`config.mk`:
```
export PLATFORM = sky130hd
export DESIGN_NAME = vub_track
export DESIGN_NICKNAME = d
export VERILOG_FILES = /design/src/hdl/vub_pkg.sv /design/src/hdl/vub_track.sv
export SDC_FILE = /design/constraint.sdc
export NUM_CORES = 1
export LEC_CHECK = 0
export BUFFER_PORTS_ARGS = -buffer_cell sky130_fd_sc_hd__buf_4
export CAP_MARGIN = 20
export CELL_PAD_IN_SITES_DETAIL_PLACEMENT = 0
export CELL_PAD_IN_SITES_GLOBAL_PLACEMENT = 1
export CORE_ASPECT_RATIO = 1.75
export CORE_UTILIZATION = 40
export DETAILED_ROUTE_END_ITERATION = 8
export PLACE_DENSITY_LB_ADDON = 0.12
export RECOVER_POWER = 25
export SLEW_MARGIN = 20
export SYNTH_ARGS = -nofsm -noshare
export SYNTH_HDL_FRONTEND = slang
export SYNTH_SLANG_ARGS = --single-unit
```
`constraint.sdc`:
```
create_clock -name vclk -period 57.1
set_input_delay 11.42 -clock vclk [all_inputs]
set_output_delay 11.42 -clock vclk [all_outputs]
set_load 0.05 [all_outputs]
```
`src/hdl/vub_pkg.sv`:
```
`timescale 1ns / 1ps
// vu meter ballistics package: widths, command codes, register indexes, types
// used by every file of the block; depends on nothing

package vub_pkg;

  localparam int NUM_CHANNELS = 64;
  localparam int ADDR_W       = (NUM_CHANNELS > 1) ? $clog2(NUM_CHANNELS) : 1;
  localparam int CHAN_W       = 6;
  localparam int LEVEL_W      = 24;
  localparam int ALPHA_W      = 17;
  localparam int ALPHA_FRAC   = 16;
  localparam int PROD_W       = LEVEL_W + ALPHA_W;
  localparam int REG_IDX_W    = 1;

  localparam logic [ALPHA_W-1:0] ALPHA_ONE = ALPHA_W'(1 << ALPHA_FRAC);

  localparam logic [REG_IDX_W-1:0] REG_ATTACK  = 1'd0;
  localparam logic [REG_IDX_W-1:0] REG_RELEASE = 1'd1;

  typedef enum logic [1:0] {
    CMD_SMOOTH = 2'd0,
    CMD_LOAD   = 2'd1,
    CMD_HOLD   = 2'd2
  } vub_cmd_t;

  typedef struct packed {
    logic               en;
    logic [ADDR_W-1:0]  addr;
    logic [LEVEL_W-1:0] rms;
    logic [LEVEL_W-1:0] peak;
  } vub_wr_t;

endpackage

```
`src/hdl/vub_track.sv`:
```
`timescale 1ns / 1ps
// one attack/release step: prev moved toward cur by alpha, floor of the scaled step
// depends on vub_pkg

module vub_track (
  input  logic [vub_pkg::LEVEL_W-1:0] prev,
  input  logic [vub_pkg::LEVEL_W-1:0] cur,
  input  logic [vub_pkg::ALPHA_W-1:0] alpha,
  output logic [vub_pkg::LEVEL_W-1:0] next
);
  import vub_pkg::*;

  logic               rising;
  logic [LEVEL_W-1:0] mag;
  logic [PROD_W-1:0]  prod;
  logic [PROD_W-1:0]  prod_up;
  logic [LEVEL_W-1:0] step;

  assign rising  = (cur >= prev);
  assign mag     = rising ? (cur - prev) : (prev - cur);
  assign prod    = PROD_W'(alpha) * PROD_W'(mag);
  // falling side rounds the magnitude up so the signed step floors
  assign prod_up = prod + PROD_W'((1 << ALPHA_FRAC) - 1);
  assign step    = rising ? prod[ALPHA_FRAC +: LEVEL_W] : prod_up[ALPHA_FRAC +: LEVEL_W];
  assign next    = rising ? (prev + step) : (prev - step);

endmodule

```
==> impl_results.md <==
* Sequential cell count at 0
* Synth Cell Area at 0.01802 sq mm
* WS Path Type: input port to output port
* Register area at 0 sq um
* Crit path arrival time at 27.93 ns
* Largest net degree at the start of global routing at 32
* Syn Nets at 2817
* PostCTS Resize Cnt at 0
* Routed len/inst at 18.94 um
* Warnings from Yosys at 0
* Share of cells above drive strength 1 at 7.064%
* WP buf/inv at 9
* Crit-path max cell delay at 1.39 ns
* HP Class: input port to output port
* Netlist cell types at 90
* Rows at 102
* Core Area at 0.04429 sq mm
* Clock Buffer Count at 0
* Max-Cap Viols at 1
* Die area at 0.04593 sq mm
* Die span in x at 162.4 um
* Vias at 15277
* Area Growth Syn to Fin at 6.319%
* F_max at 0.02541 GHz
* Outcome: finished, violations left
* CP startpoint kind: input port
* Worst Path Required at 45.68 ns
* Crit end category: output port
* Post-route DRC at 0
* Dpl cells at 2823
* Routability cong. at 0.9038
* # nets final at 2833
* HPWL Detailed at 45130 um
* Cell mode on critical path: fa_1
* Sequential-to-total area share from yosys stat at 0%
* Grt total ovfl at 0
* I/O Buffers at 89
* Cells after synthesis at 2237
* Synthesized area per cell at 8.055 sq um
* # hold bufs at CTS at 0
* Synth top area share at 36.78%
* Final Hold Fails at 0
* RSZ-0062 raised after global routing: no
* Antenna Nets Post-Route at 0
* Number of diodes at 0
* Tmin final at 39.35 ns
* Initial DRC count at 665
* Antenna violations before repair at 0
* Delay-heaviest family, CP: compound AO/OA/AOI/OAI gates
* Worst Hold Path Cells at 3
* Drt total wl at 53460 um
* Crit path depth at 51
* Fin. max-slew vios at 15
* Finish-stage setup viols at 0
* Vias in the first global route at 16519
* Worst slew margin at -14.74%
* Initial core utilization at 40.69%
* Ports at 89
* Setup TNS at 0 ns
* Critical hold path startpoint: prev[0]
* Final Non-Filler Cells at 2823
* Die Ht at 282.8 um
* Worst path slowest cell: a211oi_1
* GR Util All Layers at 24.25%
* Crit share post-route at 68.91%
* Worst-Margin Slew at 1.711 ns
* Vias per cell at 5.412
* Violated checks: max-capacitance violations, max-slew violations
* Synth top area cells: fa_1 (37%), ha_1 (13%), inv_1 (9.2%), nand2_1 (6.7%), and2_1 (5.5%)
* Setup bufs post-CTS at 0
* Cell taking the most area after synthesis: fa_1
* Critical Path Fanout Max at 31
* 1st-pass router iterations at 5
* First-pass GRT wire length at 87110 um
* Hold EP: next[0]
-- how the worst max path moves through the flow --
stage	from	to	slack (ns)
after floorplan	cur[0]	next[21]	22.29
after global placement	cur[0]	next[23]	20.63
after detailed placement	cur[0]	next[23]	20.41
after CTS	cur[0]	next[23]	20.32
after global routing	cur[0]	next[23]	16.55
final	cur[0]	next[23]	17.75
-- routing by layer --
layer  global-route usage [%]  share of wire, %  vias up
li1                         -                 -     7076
met2                    49.97                58      332
met4                    8.781               4.4        0
met5                        0                 0        -
met3                   0.6431               2.1      118
met1                    25.46                36     7751
-- cell usage in the layout, fill, tap and decap left out, types with 4 or more instances in the layout --
cell type / synthesis / routed
nand2b_1: 15 / 15
a2111oi_0: 8 / 9
nand3_1: 25 / 25
a21o_1: 45 / 45
a31oi_1: 14 / 14
xor2_1: 29 / 29
or2_2: 7 / 7
o211ai_1: 9 / 9
nand4_1: 14 / 14
buf_4: 0 / 112
a211oi_2: 4 / 4
xnor2_1: 68 / 68
inv_1: 444 / 444
nor2_1: 72 / 72
a221oi_1: 8 / 8
o21a_1: 15 / 15
nor2b_1: 20 / 20
a211oi_1: 15 / 16
mux2_2: 5 / 5
o21ai_0: 52 / 53
mux2i_1: 4 / 4
or3_1: 7 / 7
and3_1: 12 / 12
o21bai_1: 14 / 14
a41oi_1: 4 / 4
nor3_1: 36 / 36
a211o_1: 9 / 9
a311oi_1: 4 / 4
o31ai_1: 9 / 9
fa_1: 331 / 331
nand2_1: 324 / 324
ha_1: 184 / 184
nor4_1: 4 / 4
a21oi_1: 87 / 87
and2_1: 159 / 159
-- worst min-delay path, stage by stage --
cell   delay (ns)
buf_4        0.09
ha_1         0.13
buf_4        0.19
-- cells by family after synthesis --
kind of cell / count (synthesis) / synth area share [%]
mux: 9 / 0.5347
xor+xnor: 99 / 4.930
compound gates: 349 / 13.83
buf+inv: 545 / 11.53
simple gates: 720 / 19.62
fa+ha+maj: 515 / 49.55
-- metrics by stage --
stage                     hold slack (ns)  instance area, sq um  setup WS [ns]  util, %
after floorplan                     23.22                 18020          22.29        -
after global placement              23.26                 19190          20.63    43.33
after detailed placement            23.25                 19190          20.41    43.33
after CTS                           23.26                 19190          20.32    43.33
after global routing                23.28                 19160          16.55    43.26
final                               23.25                 19160          17.75    43.26
-- cells in the mapped netlist, types with 4 or more instances --
master	instances
nor2b_1	20
and2_1	159
mux2i_1	4
o21a_1	15
nand3_1	25
buf_2	19
nor2_1	72
a211oi_1	15
o21bai_1	14
a211o_1	9
o211ai_1	9
or3_1	7
and3_1	12
a31oi_1	14
xnor2_1	68
xor2_1	29
nor3_1	36
a21oi_1	87
nor4_1	4
clkbuf_1	80
o21ai_0	52
a211oi_2	4
a41oi_1	4
nand2_1	324
fa_1	331
or2_2	7
a2111oi_0	8
a21o_1	45
a221oi_1	8
ha_1	184
inv_1	444
o31ai_1	9
a311oi_1	4
nand4_1	14
mux2_2	5
nand2b_1	15
-- area by class of cell --
cell class                 count  area (sq um)
inverter                     444          1667
timing repair buffer         115         852.1
multi-input combinational   1692         15920
fill                        4600         25130
tap                          572         715.7
Power is left out: the tool's default activity adds up to more than one toggle a clock period on the data nets, which glitch-free logic cannot reach.
