===== config.mk =====
export PLATFORM = sky130hd
export DESIGN_NAME = vub_store
export DESIGN_NICKNAME = d
export VERILOG_FILES = /design/src/hdl/vub_pkg.sv /design/src/hdl/vub_store.sv
export SDC_FILE = /design/constraint.sdc
export NUM_CORES = 2
export LEC_CHECK = 0
export BUFFER_PORTS_ARGS = -buffer_cell sky130_fd_sc_hd__buf_2
export CAP_MARGIN = 20
export CORE_MARGIN = 3
export CORE_UTILIZATION = 31
export CTS_CLUSTER_DIAMETER = 150
export DETAILED_ROUTE_END_ITERATION = 8
export GPL_TIMING_DRIVEN = 0
export PLACE_DENSITY = 0.55
export SLEW_MARGIN = 30
export SYNTH_ARGS = -nofsm -noshare
export SYNTH_HDL_FRONTEND = slang
export SYNTH_SLANG_ARGS = --single-unit

===== constraint.sdc =====
create_clock -name clk -period 9.4 [get_ports clk]
set_input_delay 0.47 -clock clk [delete_from_list [all_inputs] [get_ports clk]]
set_output_delay 0.47 -clock clk [all_outputs]
set_load 0.01 [all_outputs]

===== src/hdl/vub_pkg.sv =====
`timescale 1ns / 1ps
// vu meter ballistics package: widths, command codes, register indexes, types
// used by every file of the block; depends on nothing

package vub_pkg;

  localparam int NUM_CHANNELS = 64;
  localparam int ADDR_W       = (NUM_CHANNELS > 1) ? $clog2(NUM_CHANNELS) : 1;
  localparam int CHAN_W       = 6;
  localparam int LEVEL_W      = 24;
  localparam int ALPHA_W      = 17;
  localparam int ALPHA_FRAC   = 16;
  localparam int PROD_W       = LEVEL_W + ALPHA_W;
  localparam int REG_IDX_W    = 1;

  localparam logic [ALPHA_W-1:0] ALPHA_ONE = ALPHA_W'(1 << ALPHA_FRAC);

  localparam logic [REG_IDX_W-1:0] REG_ATTACK  = 1'd0;
  localparam logic [REG_IDX_W-1:0] REG_RELEASE = 1'd1;

  typedef enum logic [1:0] {
    CMD_SMOOTH = 2'd0,
    CMD_LOAD   = 2'd1,
    CMD_HOLD   = 2'd2
  } vub_cmd_t;

  typedef struct packed {
    logic               en;
    logic [ADDR_W-1:0]  addr;
    logic [LEVEL_W-1:0] rms;
    logic [LEVEL_W-1:0] peak;
  } vub_wr_t;

endpackage


===== src/hdl/vub_store.sv =====
`timescale 1ns / 1ps
// per-channel rms and peak stores: synchronous memories, valid bits, write forwarding
// depends on vub_pkg

module vub_store (
  input  logic                        clk,
  input  logic                        rst_n,
  input  logic                        rd_en,
  input  logic [vub_pkg::ADDR_W-1:0]  rd_addr,
  input  vub_pkg::vub_wr_t            wr,
  output logic [vub_pkg::LEVEL_W-1:0] old_rms,
  output logic [vub_pkg::LEVEL_W-1:0] old_peak
);
  import vub_pkg::*;

  logic [LEVEL_W-1:0]      rms_mem [NUM_CHANNELS];
  logic [LEVEL_W-1:0]      peak_mem [NUM_CHANNELS];
  logic [LEVEL_W-1:0]      rd_rms_r;
  logic [LEVEL_W-1:0]      rd_peak_r;
  logic [ADDR_W-1:0]       rd_addr_r;
  logic [NUM_CHANNELS-1:0] vld_r;
  logic                    fwd_en_r;
  vub_wr_t                 fwd_r;
  logic                    fwd_hit;

  always_ff @(posedge clk) begin
    if (wr.en) begin
      rms_mem[wr.addr]  <= wr.rms;
      peak_mem[wr.addr] <= wr.peak;
    end
    if (rd_en) begin
      rd_rms_r  <= rms_mem[rd_addr];
      rd_peak_r <= peak_mem[rd_addr];
      rd_addr_r <= rd_addr;
    end
  end

  // last write, covers a read that sampled the array at the same edge
  always_ff @(posedge clk) begin
    if (!rst_n) begin
      vld_r    <= '0;
      fwd_en_r <= 1'b0;
    end else if (wr.en) begin
      vld_r[wr.addr] <= 1'b1;
      fwd_en_r       <= 1'b1;
    end
  end

  always_ff @(posedge clk) begin
    if (wr.en) begin
      fwd_r <= wr;
    end
  end

  assign fwd_hit = fwd_en_r && (fwd_r.addr == rd_addr_r);

  always_comb begin
    if (fwd_hit) begin
      old_rms  = fwd_r.rms;
      old_peak = fwd_r.peak;
    end else if (vld_r[rd_addr_r]) begin
      old_rms  = rd_rms_r;
      old_peak = rd_peak_r;
    end else begin
      old_rms  = '0;
      old_peak = '0;
    end
  end

endmodule


==> results.sh <==
export IMPL_grt_pass1_wl_mm=503.5
export IMPL_yosysTopAreaCellShare=0.7737
export IMPL_ir_drop_uv=133.2
export IMPL_synth_avg_cell_area_um2=23.82
export IMPL_die_area_mm2=0.4058
export IMPL_clk_pin_slew_ns=0.06
export IMPL_slew_violations=0
export IMPL_synth_area_top_cells="edfxtp_1 77%, mux4_2 17%, dfxtp_1 1.1%"
export IMPL_p_leak_nw=46.29
export IMPL_hpwl_mm=256.3
export IMPL_grt_usage=0.1784
export IMPL_synthCells=5181
export IMPL_synth_nets=5245
export IMPL_grt_overflow_total=0
export IMPL_relSlewSlack=0.2546
export IMPL_portBuffers=110
export IMPL_grt_max_degree=66
export IMPL_tns_ns=0
export IMPL_finalHoldViolations=0
export IMPL_power_frac_comb=0.058
export IMPL_drtAntennaViolNets=0
export IMPL_initial_core_util=0.3115
export IMPL_setup_viol=0
export IMPL_synth_top_area_cell="edfxtp_1"
export IMPL_clk_latency_ns=0.90
export IMPL_wl_mm=368.4
export IMPL_gp_congestion=0.8197
export IMPL_die_y_um=637.0
export IMPL_critPathRequiredTime_ns=8.93
export IMPL_min_period_over_period=0.5401
export IMPL_arrival_ns=4.61
export IMPL_drv_cap=0
export IMPL_stdcell_count=11426
export IMPL_drc_errors=0
export IMPL_finClkSkew_ns=0.05197
export IMPL_wl_per_cell_um=32.25
export IMPL_hold_path_cell_count=1
export IMPL_cts_buffers=338
export IMPL_rsz0062_at_grt="no"
export IMPL_status="finished clean"
export IMPL_worst_slew_pin_transition_ns=1.118
export IMPL_synth_edf_count=3180
export IMPL_path_max_fanout=10
export IMPL_clock_path_buffers=4
export IMPL_p_switching_mw=6.763
export IMPL_intPower_mw=24.05
export IMPL_cts_repair_resized=0
export IMPL_cts_sinks=3245
export IMPL_via_per_inst=5.280
export IMPL_num_vias=60334
export IMPL_cts_tree="yes"
export IMPL_synthToLayoutAreaGrowth_pct=20.43
export IMPL_power_frac_clock=0.420
export IMPL_drt_iter0_markers=7589
export IMPL_fin_nets=5972
export IMPL_power_share_switching=0.2194
export IMPL_rr_worst_depth=4
export IMPL_p_seq_frac=0.522
export IMPL_yosysWarnings=0
export IMPL_num_io_pins=112
export IMPL_yosysMostFrequentCell="edfxtp_1"
export IMPL_core_area_mm2=0.3963
export IMPL_yosysUniqueCellTypes=41
export IMPL_die_x_um=637.0
export IMPL_dp_cells=10793
export IMPL_synth_cell_area_mm2=0.1234
export IMPL_antenna_found_initial=25
export IMPL_drive_gt1_frac=0.3264
export IMPL_synthTopCellsByCount="3,180 x edfxtp_1, 912 x mux4_2, 144 x clkbuf_1, 102 x nor2_1, 100 x buf_2"
export IMPL_firstDrtPassIters=6
export IMPL_synthArstFlopShare=0
export IMPL_root_buffer="clkbuf_16"
export IMPL_first_global_vias=60906
export IMPL_start_kind="flip-flop"
export IMPL_dominantRegCellSynth="edfxtp_1"
export IMPL_rows=231
export IMPL_crit_path_end_kind="output pin"
export IMPL_hp_class="in2reg"
export IMPL_htree_levels=5
export IMPL_min_period_ns=5.077
export IMPL_synth_seq_cells=3245
export IMPL_critPathKind="reg2out"
export IMPL_yosysSeqAreaShare=0.7842
export IMPL_fmax_mhz=197.0
export IMPL_p_per_area_mw_per_mm2=207.3
==> cells by family (layout without fill, tap and decap cells) <==
| group | count (synthesis) | in the layout | share of synthesized area |
|---|---|---|---|
| AO/OA/AOI/OAI | 311 | 311 | 0.01960 |
| buffers and inverters | 344 | 1334 | 0.01233 |
| flip-flops | 3245 | 3245 | 0.7842 |
| AND/OR/NAND/NOR | 270 | 270 | 0.009397 |
| XOR/XNOR | 6 | 6 | 0.0004258 |
| multiplexers | 1005 | 1005 | 0.1740 |
| other | 0 | 13 | 0 |
==> placed cells by master (no fill, tap or decap), types with 8 or more instances in the layout <==
| cell type | count |
|---|---|
| buf_4 | 61 |
| nor2b_1 | 8 |
| buf_8 | 26 |
| dfxtp_1 | 65 |
| clkinv_1 | 84 |
| mux2i_1 | 85 |
| clkbuf_2 | 49 |
| inv_6 | 8 |
| a21oi_1 | 34 |
| dlygate4sd3_1 | 15 |
| buf_2 | 168 |
| clkinvlp_4 | 8 |
| a22oi_1 | 44 |
| clkbuf_1 | 167 |
| nor2_4 | 64 |
| clkinv_2 | 44 |
| nand3_1 | 61 |
| mux4_2 | 912 |
| buf_1 | 16 |
| bufinv_16 | 23 |
| edfxtp_1 | 3180 |
| o21a_1 | 65 |
| buf_16 | 207 |
| nor2_1 | 38 |
| o221ai_2 | 21 |
| inv_1 | 57 |
| buf_12 | 28 |
| o22ai_1 | 58 |
| o221ai_1 | 56 |
| diode_2 | 13 |
| a31oi_1 | 8 |
| clkbuf_16 | 342 |
| mux2_2 | 8 |
| nand2_1 | 83 |
==> flip-flops by register name, indices dropped and copies added, names as in the netlist <==
register   flops
peak_mem    1536
rms_mem     1536
vld_r         64
fwd_r         54
rd_peak_r     24
rd_rms_r      24
rd_addr_r      6
fwd_en_r       1
==> per-stage QoR <==
stage / total power, mW / worst slack (ns) / util / hold WS (ns) / cell area, um^2
after global placement: 18.10 / 0.02936 / 0.3294 / 0.4411 / 130500
after global routing: 31.70 / 4.358 / 0.3750 / 0.02559 / 148600
after CTS: 31.05 / 4.353 / 0.3748 / 0.01193 / 148500
after floorplan: 17.25 / 5.602 / - / 0.4354 / 123400
after detailed placement: 18.19 / 4.724 / 0.3478 / 0.4517 / 137800
final: 30.82 / 4.323 / 0.3751 / 0.07206 / 148600
==> timing repair <==
action / CTS / global route
hold buffers: 15 / 0
setup buffers: 0 / 0
endpoints found under the setup margin: 0 / 0
hold endpoints to repair: 54 / 0
==> critical path, cell delays in order, from the launching register on <==
cell      delay, ns
edfxtp_1       0.54
nor2_1         0.56
a22oi_1        0.20
a211oi_1       0.35
or4_1          0.29
clkbuf_1       0.72
o221ai_1       0.69
buf_2          0.34
==> final cells by class <==
class                           instances  area, um^2
Antenna cell                           13       32.53
Buffer                                286        1376
Clock buffer                          421        8915
Clock inverter                        182        1653
Fill cell                           35132      247600
Inverter                               58       217.7
Multi-Input combinational cell       1592       25610
Sequential cell                      3245       96790
Tap cell                             5242        6559
Timing Repair Buffer                  387        7480
==> metal layers <==
metal	share of wire	GRT usage
met5	0.00012	0
met2	0.49	0.2948
met1	0.39	0.2296
met4	0.043	0.06714
met3	0.085	0.04026
==> power by group through the flow <==
stage,registers (mW),clock network [mW],logic (mW)
detailed placement,16.4,0,1.80
finish,16.1,12.9,1.80
global route,16.1,13.7,1.88
floorplan,16.4,0,0.879
CTS,16.1,13.1,1.82
global placement,16.4,0,1.70
==> worst paths after layout <==
path	start	endpoint	slack, ns
max	rd_addr_r[1]$_DFFE_PP_	old_peak[7]	4.32
min	rd_addr[5]	rd_addr_r[5]$_DFFE_PP_	0.07
max reg2reg	rms_mem[60][17]$_DFFE_PP_	rd_rms_r[17]$_DFFE_PP_	6.67
min reg2reg	vld_r[23]$_SDFFE_PN0P_	vld_r[23]$_SDFFE_PN0P_	0.47
Note: power is estimated with default switching activity, not from simulation.
